===== src/hdl/utf8_validating_byte_decoder_defines.svh =====
// assertion macros used by the decoder rtl
`ifndef UTF8_VALIDATING_BYTE_DECODER_DEFINES_SVH
`define UTF8_VALIDATING_BYTE_DECODER_DEFINES_SVH

`ifndef SYNTHESIS
`define UTF8VD_ASSERT(lbl, clk, rstn, prop) \
    lbl: assert property (@(posedge clk) disable iff (!rstn) (prop)) \
        else $error("utf8 decoder check failed");
`define UTF8VD_ASSERT_NEXT(lbl, clk, rstn, ante, cons) \
    lbl: assert property (@(posedge clk) disable iff (!rstn) (ante) |=> (cons)) \
        else $error("utf8 decoder sequencing check failed");
`else
`define UTF8VD_ASSERT(lbl, clk, rstn, prop)
`define UTF8VD_ASSERT_NEXT(lbl, clk, rstn, ante, cons)
`endif

`endif


===== src/hdl/utf8vd_pkg.sv =====
`timescale 1ns / 1ps

package utf8vd_pkg;

    typedef enum logic [1:0] {
        ST_PENDING = 2'd0,
        ST_DONE    = 2'd1,
        ST_ERROR   = 2'd2
    } utf8vd_status_t;

    localparam logic [20:0] CP_MAX      = 21'h10FFFF;
    localparam logic [20:0] SURR_LO     = 21'h00D800;
    localparam logic [20:0] SURR_HI     = 21'h00DFFF;
    localparam logic [20:0] MIN_CP2     = 21'h000080;
    localparam logic [20:0] MIN_CP3     = 21'h000800;
    localparam logic [20:0] MIN_CP4     = 21'h010000;
    localparam logic [7:0]  CONT_MASK   = 8'hC0;
    localparam logic [7:0]  CONT_BITS   = 8'h80;

    localparam logic [2:0]  LEN_NONE = 3'd0;
    localparam logic [2:0]  LEN_TWO  = 3'd2;
    localparam logic [2:0]  LEN_THREE = 3'd3;
    localparam logic [2:0]  LEN_FOUR = 3'd4;

    // bytes gathered so far (0 = idle) and total length of the sequence
    typedef struct packed {
        logic [1:0] held;
        logic [2:0] needed;
    } utf8vd_state_t;

    typedef struct packed {
        utf8vd_status_t status;
        logic [2:0]     seq_length;
        logic [20:0]    code_point;
    } utf8vd_result_t;

    // which byte slot to capture this cycle
    typedef struct packed {
        logic lead;
        logic mid1;
        logic mid2;
    } utf8vd_wr_t;

    function automatic logic [2:0] lead_length(input logic [7:0] b);
        logic [2:0] n;
        case (b) inside
            [8'hC2:8'hDF]: n = LEN_TWO;
            [8'hE0:8'hEF]: n = LEN_THREE;
            [8'hF0:8'hF4]: n = LEN_FOUR;
            default:       n = LEN_NONE;
        endcase
        return n;
    endfunction

endpackage


===== src/hdl/utf8_validating_byte_decoder.sv =====
`timescale 1ns / 1ps
// channel  | ports                                         | direction
// ---------+-----------------------------------------------+----------
// input    | s_valid, s_ready, s_data_byte                 | in
// result   | m_valid, m_ready, m_status, m_seq_length,     | out
//          | m_code_point                                  |
//
// one byte per cycle sustained while m_ready does not stall; a result shows on m_* once its byte
// has passed the input register and been decoded into the result register
// every accepted byte gives exactly one result request
// aresetn (synchronous, active low) returns the decoder to idle with both stages empty
// a stalled m_ready holds the result; the input register still takes one more byte if it is empty

module utf8_validating_byte_decoder
    import utf8vd_pkg::*;
(
    input  logic        aclk,
    input  logic        aresetn,
    input  logic        s_valid,
    output logic        s_ready,
    input  logic [7:0]  s_data_byte,
    output logic        m_valid,
    input  logic        m_ready,
    output logic [1:0]  m_status,
    output logic [2:0]  m_seq_length,
    output logic [20:0] m_code_point
);

`include "utf8_validating_byte_decoder_defines.svh"

    logic           in_valid_reg;
    logic [7:0]     in_byte_reg;
    logic           out_valid_reg;
    utf8vd_result_t out_reg;
    utf8vd_state_t  state_reg;
    utf8vd_state_t  state_next;
    logic [7:0]     lead_reg;
    logic [7:0]     mid1_reg;
    logic [7:0]     mid2_reg;
    utf8vd_wr_t     wr;
    utf8vd_result_t result;
    logic           adv;
    logic           fire;
    logic           out_done;
    logic           out_quiet;
    logic           out_len_ok;
    logic           held_ok;
    logic           seq_end;

    // result slot free or being drained this cycle
    assign adv     = !out_valid_reg || m_ready;
    assign fire    = in_valid_reg && adv;
    assign s_ready = !in_valid_reg || adv;

    utf8vd_step u_step (
        .state      (state_reg),
        .data_byte  (in_byte_reg),
        .lead_byte  (lead_reg),
        .mid1_byte  (mid1_reg),
        .mid2_byte  (mid2_reg),
        .state_next (state_next),
        .wr         (wr),
        .result     (result)
    );

    always_ff @(posedge aclk) begin
        if (!aresetn) begin
            in_valid_reg  <= 1'b0;
            out_valid_reg <= 1'b0;
            state_reg     <= '0;
        end else begin
            if (s_valid && s_ready) begin
                in_valid_reg <= 1'b1;
            end else if (fire) begin
                in_valid_reg <= 1'b0;
            end
            if (fire) begin
                out_valid_reg <= 1'b1;
                state_reg     <= state_next;
            end else if (m_ready) begin
                out_valid_reg <= 1'b0;
            end
        end
    end

    always_ff @(posedge aclk) begin
        if (s_valid && s_ready) begin
            in_byte_reg <= s_data_byte;
        end
        if (fire) begin
            out_reg <= result;
            if (wr.lead) begin
                lead_reg <= in_byte_reg;
            end
            if (wr.mid1) begin
                mid1_reg <= in_byte_reg;
            end
            if (wr.mid2) begin
                mid2_reg <= in_byte_reg;
            end
        end
    end

    assign m_valid      = out_valid_reg;
    assign m_status     = out_reg.status;
    assign m_seq_length = out_reg.seq_length;
    assign m_code_point = out_reg.code_point;

    assign out_done   = m_valid && (m_status == ST_DONE);
    assign out_quiet  = (m_seq_length == LEN_NONE) && (m_code_point == 21'd0);
    assign out_len_ok = (m_seq_length == LEN_TWO) || (m_seq_length == LEN_THREE)
                        || (m_seq_length == LEN_FOUR);
    assign held_ok    = (state_reg.held == 2'd0) || ({1'b0, state_reg.held} < state_reg.needed);
    assign seq_end    = fire && (result.status != ST_PENDING);

    `UTF8VD_ASSERT(a_quiet_fields, aclk, aresetn, !m_valid || out_done || out_quiet)
    `UTF8VD_ASSERT(a_done_legal, aclk, aresetn, !out_done || (out_len_ok && m_code_point <= CP_MAX))
    `UTF8VD_ASSERT(a_held_below_needed, aclk, aresetn, held_ok)
    `UTF8VD_ASSERT_NEXT(a_idle_after_end, aclk, aresetn, seq_end, state_reg.held == 2'd0)

endmodule


===== src/hdl/utf8vd_step.sv =====
`timescale 1ns / 1ps

module utf8vd_step
    import utf8vd_pkg::*;
(
    input  utf8vd_state_t  state,
    input  logic [7:0]     data_byte,
    input  logic [7:0]     lead_byte,
    input  logic [7:0]     mid1_byte,
    input  logic [7:0]     mid2_byte,
    output utf8vd_state_t  state_next,
    output utf8vd_wr_t     wr,
    output utf8vd_result_t result
);

    logic [2:0]  held_inc;
    logic [2:0]  lead_n;
    logic [20:0] cp;
    logic [20:0] cp_min;
    logic        bad;

    assign held_inc = {1'b0, state.held} + 3'd1;
    assign lead_n   = lead_length(data_byte);

    always_comb begin
        case (held_inc)
            LEN_TWO: begin
                cp     = {10'd0, lead_byte[4:0], data_byte[5:0]};
                cp_min = MIN_CP2;
            end
            LEN_THREE: begin
                cp     = {5'd0, lead_byte[3:0], mid1_byte[5:0], data_byte[5:0]};
                cp_min = MIN_CP3;
            end
            default: begin
                cp     = {lead_byte[2:0], mid1_byte[5:0], mid2_byte[5:0], data_byte[5:0]};
                cp_min = MIN_CP4;
            end
        endcase
    end

    assign bad = (cp < cp_min) || (cp > CP_MAX) || ((cp >= SURR_LO) && (cp <= SURR_HI));

    always_comb begin
        state_next        = state;
        wr                = '0;
        result.status     = ST_PENDING;
        result.seq_length = 3'd0;
        result.code_point = 21'd0;
        if (state.held == 2'd0) begin
            if (lead_n == LEN_NONE) begin
                result.status = ST_ERROR;
                state_next    = '0;
            end else begin
                wr.lead           = 1'b1;
                state_next.held   = 2'd1;
                state_next.needed = lead_n;
            end
        end else if ((data_byte & CONT_MASK) != CONT_BITS) begin
            // dropped, not taken as a new lead
            result.status = ST_ERROR;
            state_next    = '0;
        end else if (held_inc >= state.needed) begin
            state_next = '0;
            if (bad) begin
                result.status = ST_ERROR;
            end else begin
                result.status     = ST_DONE;
                result.seq_length = held_inc;
                result.code_point = cp;
            end
        end else begin
            wr.mid1         = (state.held == 2'd1);
            wr.mid2         = (state.held == 2'd2);
            state_next.held = held_inc[1:0];
        end
    end

endmodule

===== config.mk =====
export PLATFORM = sky130hd
export DESIGN_NAME = utf8_validating_byte_decoder
export DESIGN_NICKNAME = d
export VERILOG_FILES = /design/src/hdl/utf8vd_pkg.sv /design/src/hdl/utf8_validating_byte_decoder.sv /design/src/hdl/utf8vd_step.sv
export VERILOG_INCLUDE_DIRS = /design/src /design/src/hdl
export SDC_FILE = /design/constraint.sdc
export NUM_CORES = 1
export LEC_CHECK = 0
export BUFFER_PORTS_ARGS = -buffer_cell sky130_fd_sc_hd__buf_4
export CAP_MARGIN = 20
export CORE_ASPECT_RATIO = 1.5
export CORE_MARGIN = 5
export CORE_UTILIZATION = 26
export DETAILED_ROUTE_END_ITERATION = 16
export PLACE_DENSITY = 0.41
export SLEW_MARGIN = 25
export SYNTH_ARGS = -nofsm -noshare
export SYNTH_HDL_FRONTEND = slang
export SYNTH_HIERARCHICAL = 1
export SYNTH_SLANG_ARGS = --single-unit

===== constraint.sdc =====
create_clock -name aclk -period 3.9 [get_ports aclk]
set_input_delay 0.39 -clock aclk [delete_from_list [all_inputs] [get_ports aclk]]
set_output_delay 0.39 -clock aclk [all_outputs]
set_load 0.02 [all_outputs]

# Word-level counts from Yosys, hierarchy flattened
# Cells that the tools add are included.
[totals]
word_cells = 76
output_inout_bits = 28
input_bits = 12
register_bits = 58
[classes]
bitwise_logic = 1
n_addsub = 1
eq_ne = 5
muxes = 25
n_lt_le_gt_ge = 11
n_reduce_logical = 22
[ops]
columns = ["operator", "count"]
rows = [
  ["case mux 21 bit (2 select lines)", 1],
  ["case mux 17 bit (2 select lines)", 1],
  ["2-to-1 mux 26 bit", 1],
  [">= comparator 8 bit (second input constant)", 3],
  ["less-or-equal comparator 8 bit (second input constant)", 3],
  ["2-to-1 mux 24 bit", 1],
  [">= comparator 21 x 16 -> 1 bit (second input constant)", 1],
  ["> comparator 21 bit (second input constant)", 1],
  ["less-or-equal comparator 21 x 16 -> 1 bit (second input constant)", 1],
  ["< comparator 21 x 17 -> 1 bit", 1],
  ["2-to-1 mux 2 bit", 8],
  ["2-to-1 mux 3 bit", 4],
  ["2-to-1 mux 5 bit", 2],
  ["AND reduction 2 bit", 4],
  ["equality test 3 x 2 -> 1 bit (second input constant)", 2],
  ["logical AND 1 bit", 6],
  ["2-to-1 mux 1 bit", 6],
  ["logical OR 1 bit", 4],
  ["2-to-1 mux 4 bit", 1],
  ["nonzero test 2 bit", 2],
  ["OR reduction 4 bit", 1],
  ["adder 2 x 1 -> 3 bit (second input constant)", 1],
  [">= comparator 3 bit", 1],
  ["zero test 3 bit", 1],
  ["7 further kinds", 8],
]

# Longest topological paths before layout
# Gate-level depths: netlist (run 1).
[depth]
word_depth = 10
depth_mapped = 13
depth_no_buf = 10

# By module
# The synthesis (run 1) kept the hierarchy.
[by_module_without_submodules]
columns = ["mod", "instances", "seq_area_each_um2", "cells_per_inst", "area_per_inst_um2"]
rows = [
  ["utf8_validating_byte_decoder", 1, 1881.8, 92, 2059.5],
  ["utf8vd_step", 1, 0.0, 123, 1023.5],
]

# Worst setup path after synthesis (run 1)
# OpenSTA, ideal clock, no wires.
[synth_timing]
path_kind = "flip-flop to flip-flop"
startpoint = "register state_reg[3] in the netlist's numbering"
endpoint = "register out_reg, in the netlist m_code_point[6] (data pin)"
n_path_buf = 3
required_time_ps = 3640
stages_incl_launch_ff = 14
setup_slack_ps = 1032
t_arrival_ps = 2608
period_less_slack_ps = 2868
setup_time_ps = 260
cell_sequence = "dfxtp_1 > inv_1 > ha_1 > buf_6 > buf_8 > nand3_1 > o21ai_0 > ha_1 > or3_1 > o22ai_1 > a211oi_2 > o21ai_4 > buf_6 > nor3_2"
[synth_via]
elab_chain_len = 7
word_cells_on_any_way = 16
cone_classes = "1 x add/sub; 5 x order compare; 2 x eq/ne; 2 x mux; 1 x bitwise; 5 x reduce/logical"
[synth_rtl]
columns = ["item", "line_no", "text"]
rows = [
  ["from (decl)", "utf8_validating_byte_decoder.sv:35", "utf8vd_state_t state_reg;"],
  ["from (signal assigned)", "utf8_validating_byte_decoder.sv:79", "state_reg <= state_next;"],
  ["adder 2 x 1 -> 3 bit", "utf8vd_step.sv:22", "assign held_inc = {1'b0, state.held} + 3'd1;"],
  ["equality test 3 x 2 -> 1 bit", "utf8vd_step.sv:26", "case (held_inc)"],
  ["case mux 21 bit (2 select lines) or case mux 17 bit (2 select lines) (tied branches)", "utf8vd_step.sv:26", ""],
  ["< comparator 21 x 17 -> 1 bit, or another cell as far along", "utf8vd_step.sv:42", "assign bad = (cp < cp_min) || (cp > CP_MAX) || ((cp >= SURR_LO) && (cp <= SURR_HI));"],
  ["logical OR 1 bit or logical AND 1 bit (tied branches)", "utf8vd_step.sv:42", ""],
  ["logical OR 1 bit", "utf8vd_step.sv:42", ""],
  ["OR reduction 4 bit (no source line)", "-", ""],
  ["to (signal assigned)", "utf8_validating_byte_decoder.sv:91", "out_reg <= result;"],
  ["to (decl)", "utf8_validating_byte_decoder.sv:34", "utf8vd_result_t out_reg;"],
]
# Parallel ways exist; a longest one is shown, timed or not.
# A chain may end at the register's enable or synchronous reset.

# Worst setup path after layout (run 1)
[layout_timing]
startpoint = "register state_reg[3] in the netlist's numbering"
endpoint = "register out_reg, in the netlist m_code_point[17] (data pin)"
# Same word-level chain as after synthesis.

==> results of run 1 <==
-- metal layers --
metal | vias up | global-route usage [%] | share of wire (%)
met5 | - | 0 | 0
met4 | 0 | 6.82 | 4.1
met3 | 13 | 2.61 | 5.6
met2 | 66 | 15.9 | 50
met1 | 862 | 11.5 | 41
li1 | 899 | - | -
-- path summary, 6_finish.rpt --
kind / cells past startpoint / startpoint / end / slack (ns)
worst max-delay path: 10 / state_reg[3]$_SDFFE_PN0P_ / m_code_point[17]$_DFFE_PP_ / 0.34
worst min-delay path: 1 / s_data_byte[0] / in_byte_reg[0]$_DFFE_PP_ / 0.23
worst max register to register: 10 / state_reg[3]$_SDFFE_PN0P_ / m_code_point[17]$_DFFE_PP_ / 0.34
worst min register to register: 2 / state_reg[1]$_SDFFE_PN0P_ / state_reg[1]$_SDFFE_PN0P_ / 0.46
-- worst max-delay path, delay by kind of cell, from the launching register on --
family	cells	cell delay (ns)
flip-flops	1	0.49
buffers and inverters	2	0.50
adder cells (fa/ha/maj)	2	1.16
AND/OR/NAND/NOR	2	0.48
AO/OA/AOI/OAI	4	0.63
-- through the flow --
step / instances / power, mW / util (%) / setup slack [ns]
2_1_floorplan: 208 / 0.776 / - / 1.03
3_3_place_gp: 389 / 0.820 / 30.2 / 0.414
3_5_place_dp: 389 / 0.820 / 30.2 / 0.382
4_1_cts: 405 / 1.68 / 33.2 / 0.369
5_1_grt: 406 / 1.73 / 33.5 / 0.147
6_report: 406 / 1.66 / 33.5 / 0.343
-- where the power goes --
part | internal, mW | switching (mW)
Combinational | 0.0434 | 0.0557
Sequential | 0.696 | 0.0136
Clock | 0.564 | 0.292
-- cell usage in the layout, fill, tap and decap left out, types with 2 or more instances in the layout --
master / n
edfxtp_1: 51
buf_4: 42
nand2_1: 14
nor3_2: 11
mux2i_1: 10
inv_1: 10
ha_1: 10
clkbuf_16: 9
nor2_1: 8
nor3b_2: 8
dfxtp_1: 7
a22o_1: 6
and2_1: 4
or3_1: 4
nor4b_1: 4
and2_2: 3
clkinv_4: 3
nand3_1: 3
nor4_1: 3
o21ai_0: 3
nand4_1: 3
a22oi_1: 3
nor2b_4: 2
a21oi_1: 2
nor2b_1: 2
o21a_1: 2
bufinv_16: 2
a21o_1: 2
-- final cells by class --
cell class / count / share of cell area (%)
clock buffer: 9 / 6.15
tap: 147 / 5.03
sequential: 58 / 45.7
clock inverter: 7 / 2.80
multi-input combinational: 130 / 29.3
timing repair buffer: 44 / 9.91
inverter: 11 / 1.13
==> impl_metrics.csv, run 1 <==
group,metric,value,unit
synth,ys_warn_count,6,
clock_tree,post_cts_resized,0,
timing,whs,0.232,ns
clock_tree,htree_levels,3,
timing,slew_violations,0,
setup_path,cp.required,3.94,ns
timing,fmax,0.281,GHz
die,die_w,95.8,um
die,io_pins,40,
timing,skew,0.00490,ns
status,status,"finished clean",
placed_design,place_congestion,0.812,
routing,viasPerCell,4.53,
die,die-area,13300,um2
power,vdd_drop_max,0.199,mV
clock_tree,cts_setup_buffers,0,
timing,slew_headroom,47.7,%
setup_path,start_kind,"flop",
power,p_per_area,455,nW/um2
clock_tree,cts.sinks,58,
die,core-area,10900,um2
final_layout,largest_reg_flops,21,
final_layout,multi_input_area,1070,um2
routing,drt_pass1_iterations,4,
final_layout,n_antenna_cell,0,
placed_design,hpwl,4520,um
clock_tree,cts_tree,"done",
global_routing,grt_pass1_vias,1806,
routing,post_drt_wl_per_cell,15.2,um
setup_path,end_kind,"flop",
routing,drt-total-wl,6180,um
die,initial_utilization,26.3,%
setup_path,path_cells,"inv_1, ha_1, o21ai_0, ha_1, or3_1, o22ai_1, a211oi_2, o21ai_4, buf_4, nor4b_1",
placed_design,dpl_cell_area,3300,um2
final_layout,final_cell_area,3660,um2
final_layout,fillCellCount,1123,
routing,postRouteAntennaNets,0,
timing,fin_crit,3.56,ns
job,maxCapViolCount,0,
clock_tree,cts_buffers,9,
synth,syn_inst,208,
power,leakagePower,1.25,nW
synth,synthesis.nets,230,
final_layout,syn_to_final_growth,27.4,%
timing,tns,0,ns
global_routing,grt_first_pass_wirelength,9830,um
timing,min_period_over_period,91.2,%
setup_path,setup.worst_path.class,"reg -> reg",
clock_tree,cts_root_buffer,"clkbuf_16",
placed_design,numPortBuffers,39,
final_layout,nNetsFinal,276,
global_routing,grt_remaining_overflow,0,
timing,rsz0062_at_grt,"no",
die,die_y,139,um
setup_path,crit_path_max_incr_delay,0.82,ns
clock_tree,cts_max_path_buffers,2,
setup_path,crit_fanout,25,
routing,via_count,1840,
global_routing,grtUsageTotal,10.0,%
die,rows,47,
final_layout,regArea,1670,um2
clock_tree,clock_latency,0.33,ns
synth,synth.avg_cell_area,13.8,um2
timing,finalHoldViolCount,0,
clock_tree,clkTransAtPathRegs,0.05,ns
routing,post-route-drc-count,0,
routing,drt_iter0_drc,74,
setup_path,crit_path_frequent_cell,"ha_1",
global_routing,grt_max_degree,35,
final_layout,drive_above_1_share,36.3,%
setup_path,crit_path_top_delay_cell,"ha_1",
clock_tree,holdBufCountCts,0,
global_routing,antenna_found_initial,0,
timing,worstMarginPinSlew,0.785,ns
hold_path,hold_class,"in -> reg",
timing,setup_viol,0,
setup_path,cp_data_arrival_time,3.60,ns
synth,synth.cell_area,2870,um2
Power figures use the tool's default switching activity.
==> inputs of run 2 (changes only) <==
REMOVE_ABC_BUFFERS = 1   (was default)
==> run 2 against run 1 <==
Sequential share of layout area increased by 0.27 points. Flip-flop and latch count unchanged. Clock skew increased by 0.0015 ns. Clock power decreased by 8.8%. Via count decreased by 2.4%. First-iteration DRC count increased by 4.1%. Cell count increased by 0.49%. Wire length increased by 7.6%. Utilization decreased by 0.19 points.
==> impl_metrics.csv, run 2 (synthesis gave the netlist of run 1 again) <==
group,metric,value,unit
clock_tree,cts_buffers,9,
timing,tns,0,ns
global_routing,grtUsageTotal,10.8,%
clock_tree,cts_tree,"done",
setup_path,cp_data_arrival_time,3.56,ns
routing,viasPerCell,4.40,
routing,drt_iter0_drc,77,
global_routing,grt_first_pass_wirelength,10400,um
setup_path,start_kind,"flop",
clock_tree,cts_max_path_buffers,2,
global_routing,grt_pass1_vias,1922,
routing,drt_pass1_iterations,4,
timing,fmax,0.286,GHz
power,vdd_drop_max,0.207,mV
routing,postRouteAntennaNets,0,
die,io_pins,40,
setup_path,crit_path_max_incr_delay,0.73,ns
final_layout,fillCellCount,1124,
clock_tree,clkTransAtPathRegs,0.05,ns
setup_path,crit_fanout,18,
placed_design,place_inst,392,
status,status,"finished clean",
timing,fin_crit,3.49,ns
die,die_y,139,um
power,leakagePower,1.25,nW
setup_path,crit_path_frequent_cell,"buf_4",
global_routing,grt_remaining_overflow,0,
setup_path,end_kind,"flop",
timing,rsz0062_at_grt,"no",
final_layout,nNetsFinal,279,
timing,slew_violations,0,
hold_path,hold_class,"in -> reg",
clock_tree,holdBufCountCts,0,
final_layout,largest_reg_flops,21,
final_layout,finish.utilization,33.3,%
clock_tree,cts_root_buffer,"clkbuf_16",
final_layout,final_cell_area,3640,um2
final_layout,final_cell_mix,"edfxtp_1, buf_4, nand2_1",
global_routing,globalRouteMet3Util,2.71,%
die,initial_utilization,26.3,%
global_routing,use_met2,19.2,%
timing,finalHoldViolCount,0,
setup_path,setup.worst_path.class,"reg -> reg",
placed_design,place_congestion,0.767,
routing,via_count,1796,
setup_path,crit_path_top_delay_cell,"ha_1",
final_layout,syn_to_final_growth,26.7,%
timing,slew_headroom,56.0,%
routing,post_drt_wl_per_cell,16.3,um
placed_design,numPortBuffers,39,
setup_path,cp.required,3.97,ns
routing,post-route-drc-count,0,
global_routing,grt_use_met1,11.6,%
clock_tree,post_cts_resized,0,
timing,setup_viol,0,
placed_design,dpl_cell_area,3330,um2
die,die-area,13300,um2
final_layout,drive_above_1_share,36.4,%
die,rows,47,
routing,drt-total-wl,6640,um
timing,skew,0.00643,ns
setup_path,crit_family,"simple AND/OR/NAND/NOR gates",
global_routing,grt_max_degree,35,
final_layout,n_antenna_cell,0,
die,core-area,10900,um2
timing,min_period_over_period,89.6,%
clock_tree,cts.sinks,58,
timing,worstMarginPinSlew,0.658,ns
die,die_w,95.8,um
global_routing,antenna_found_initial,0,
timing,whs,0.241,ns
clock_tree,cts_setup_buffers,0,
power,p_per_area,436,nW/um2
setup_path,crit_buf_inv,3,
final_layout,layout_commonest_cell,"edfxtp_1",
clock_tree,htree_levels,3,
global_routing,grt-busiest-layer,"met2",
clock_tree,clock_latency,0.33,ns
job,maxCapViolCount,0,
setup_path,path_cells,"inv_1, ha_1, nand4_1, a22o_1, nor4_1, nand3_1, a21oi_4, buf_4, buf_4, nor3b_2",
placed_design,hpwl,4800,um
final_layout,stdcell_count,408,
[run 2: changes by cell type in the layout (fill, tap and decap cells not counted)]
| cell | delta |
|---|---|
| clkbuf_1 | +1 |
| bufinv_16 | -1 |
| clkbuf_8 | +2 |
| buf_16 | -1 |
| inv_6 | -1 |
| clkinv_2 | +2 |
| clkinvlp_4 | -1 |
| buf_4 | +3 |
| buf_8 | +1 |
| clkinv_4 | -3 |
[run 2: final cells by class]
cell class | instances | area [um2] | area share (%)
sequential | 58 | 1670 | 45.9
multi-input combinational | 130 | 1070 | 29.5
timing repair buffer | 47 | 373 | 10.2
clock buffer | 12 | 256 | 7.05
tap | 147 | 184 | 5.06
inverter | 11 | 41.3 | 1.13
clock inverter | 3 | 40.0 | 1.10
[run 2: path summary, 6_finish.rpt]
path,endpoint,cells past startpoint,start,slack (ns)
min,in_byte_reg[2]$_DFFE_PP_,1,s_data_byte[2],0.24
min reg2reg,state_reg[1]$_SDFFE_PN0P_,2,state_reg[1]$_SDFFE_PN0P_,0.46
max,m_code_point[5]$_DFFE_PP_,10,state_reg[3]$_SDFFE_PN0P_,0.41
max reg2reg,m_code_point[5]$_DFFE_PP_,10,state_reg[3]$_SDFFE_PN0P_,0.41
[run 2: power by group]
| part | switching (mW) | internal [mW] |
|---|---|---|
| clock network | 0.258 | 0.522 |
| registers | 0.0136 | 0.697 |
| logic | 0.0550 | 0.0416 |
[run 2: per-stage QoR]
| step | worst slack (ns) | total power, mW |
|---|---|---|
| floorplan | 0.690 | 0.771 |
| global placement | 0.537 | 0.819 |
| detailed placement | 0.457 | 0.820 |
| CTS | 0.414 | 1.62 |
| global route | 0.144 | 1.65 |
| finish | 0.406 | 1.59 |
[run 2: worst reg2reg max path: stages, from the launching register on]
cell     delay [ns]
dfxtp_1        0.48
inv_1          0.13
ha_1           0.73
nand4_1        0.19
a22o_1         0.31
nor4_1         0.44
nand3_1        0.20
a21oi_4        0.17
buf_4          0.28
buf_4          0.25
nor3b_2        0.07
[run 2: metal layers]
layer  routed length, um  part of all wire [%]
met3                 223                   3.4
met4                 116                   1.7
met2                3700                    56
met1                2600                    39
met5                   0                     0
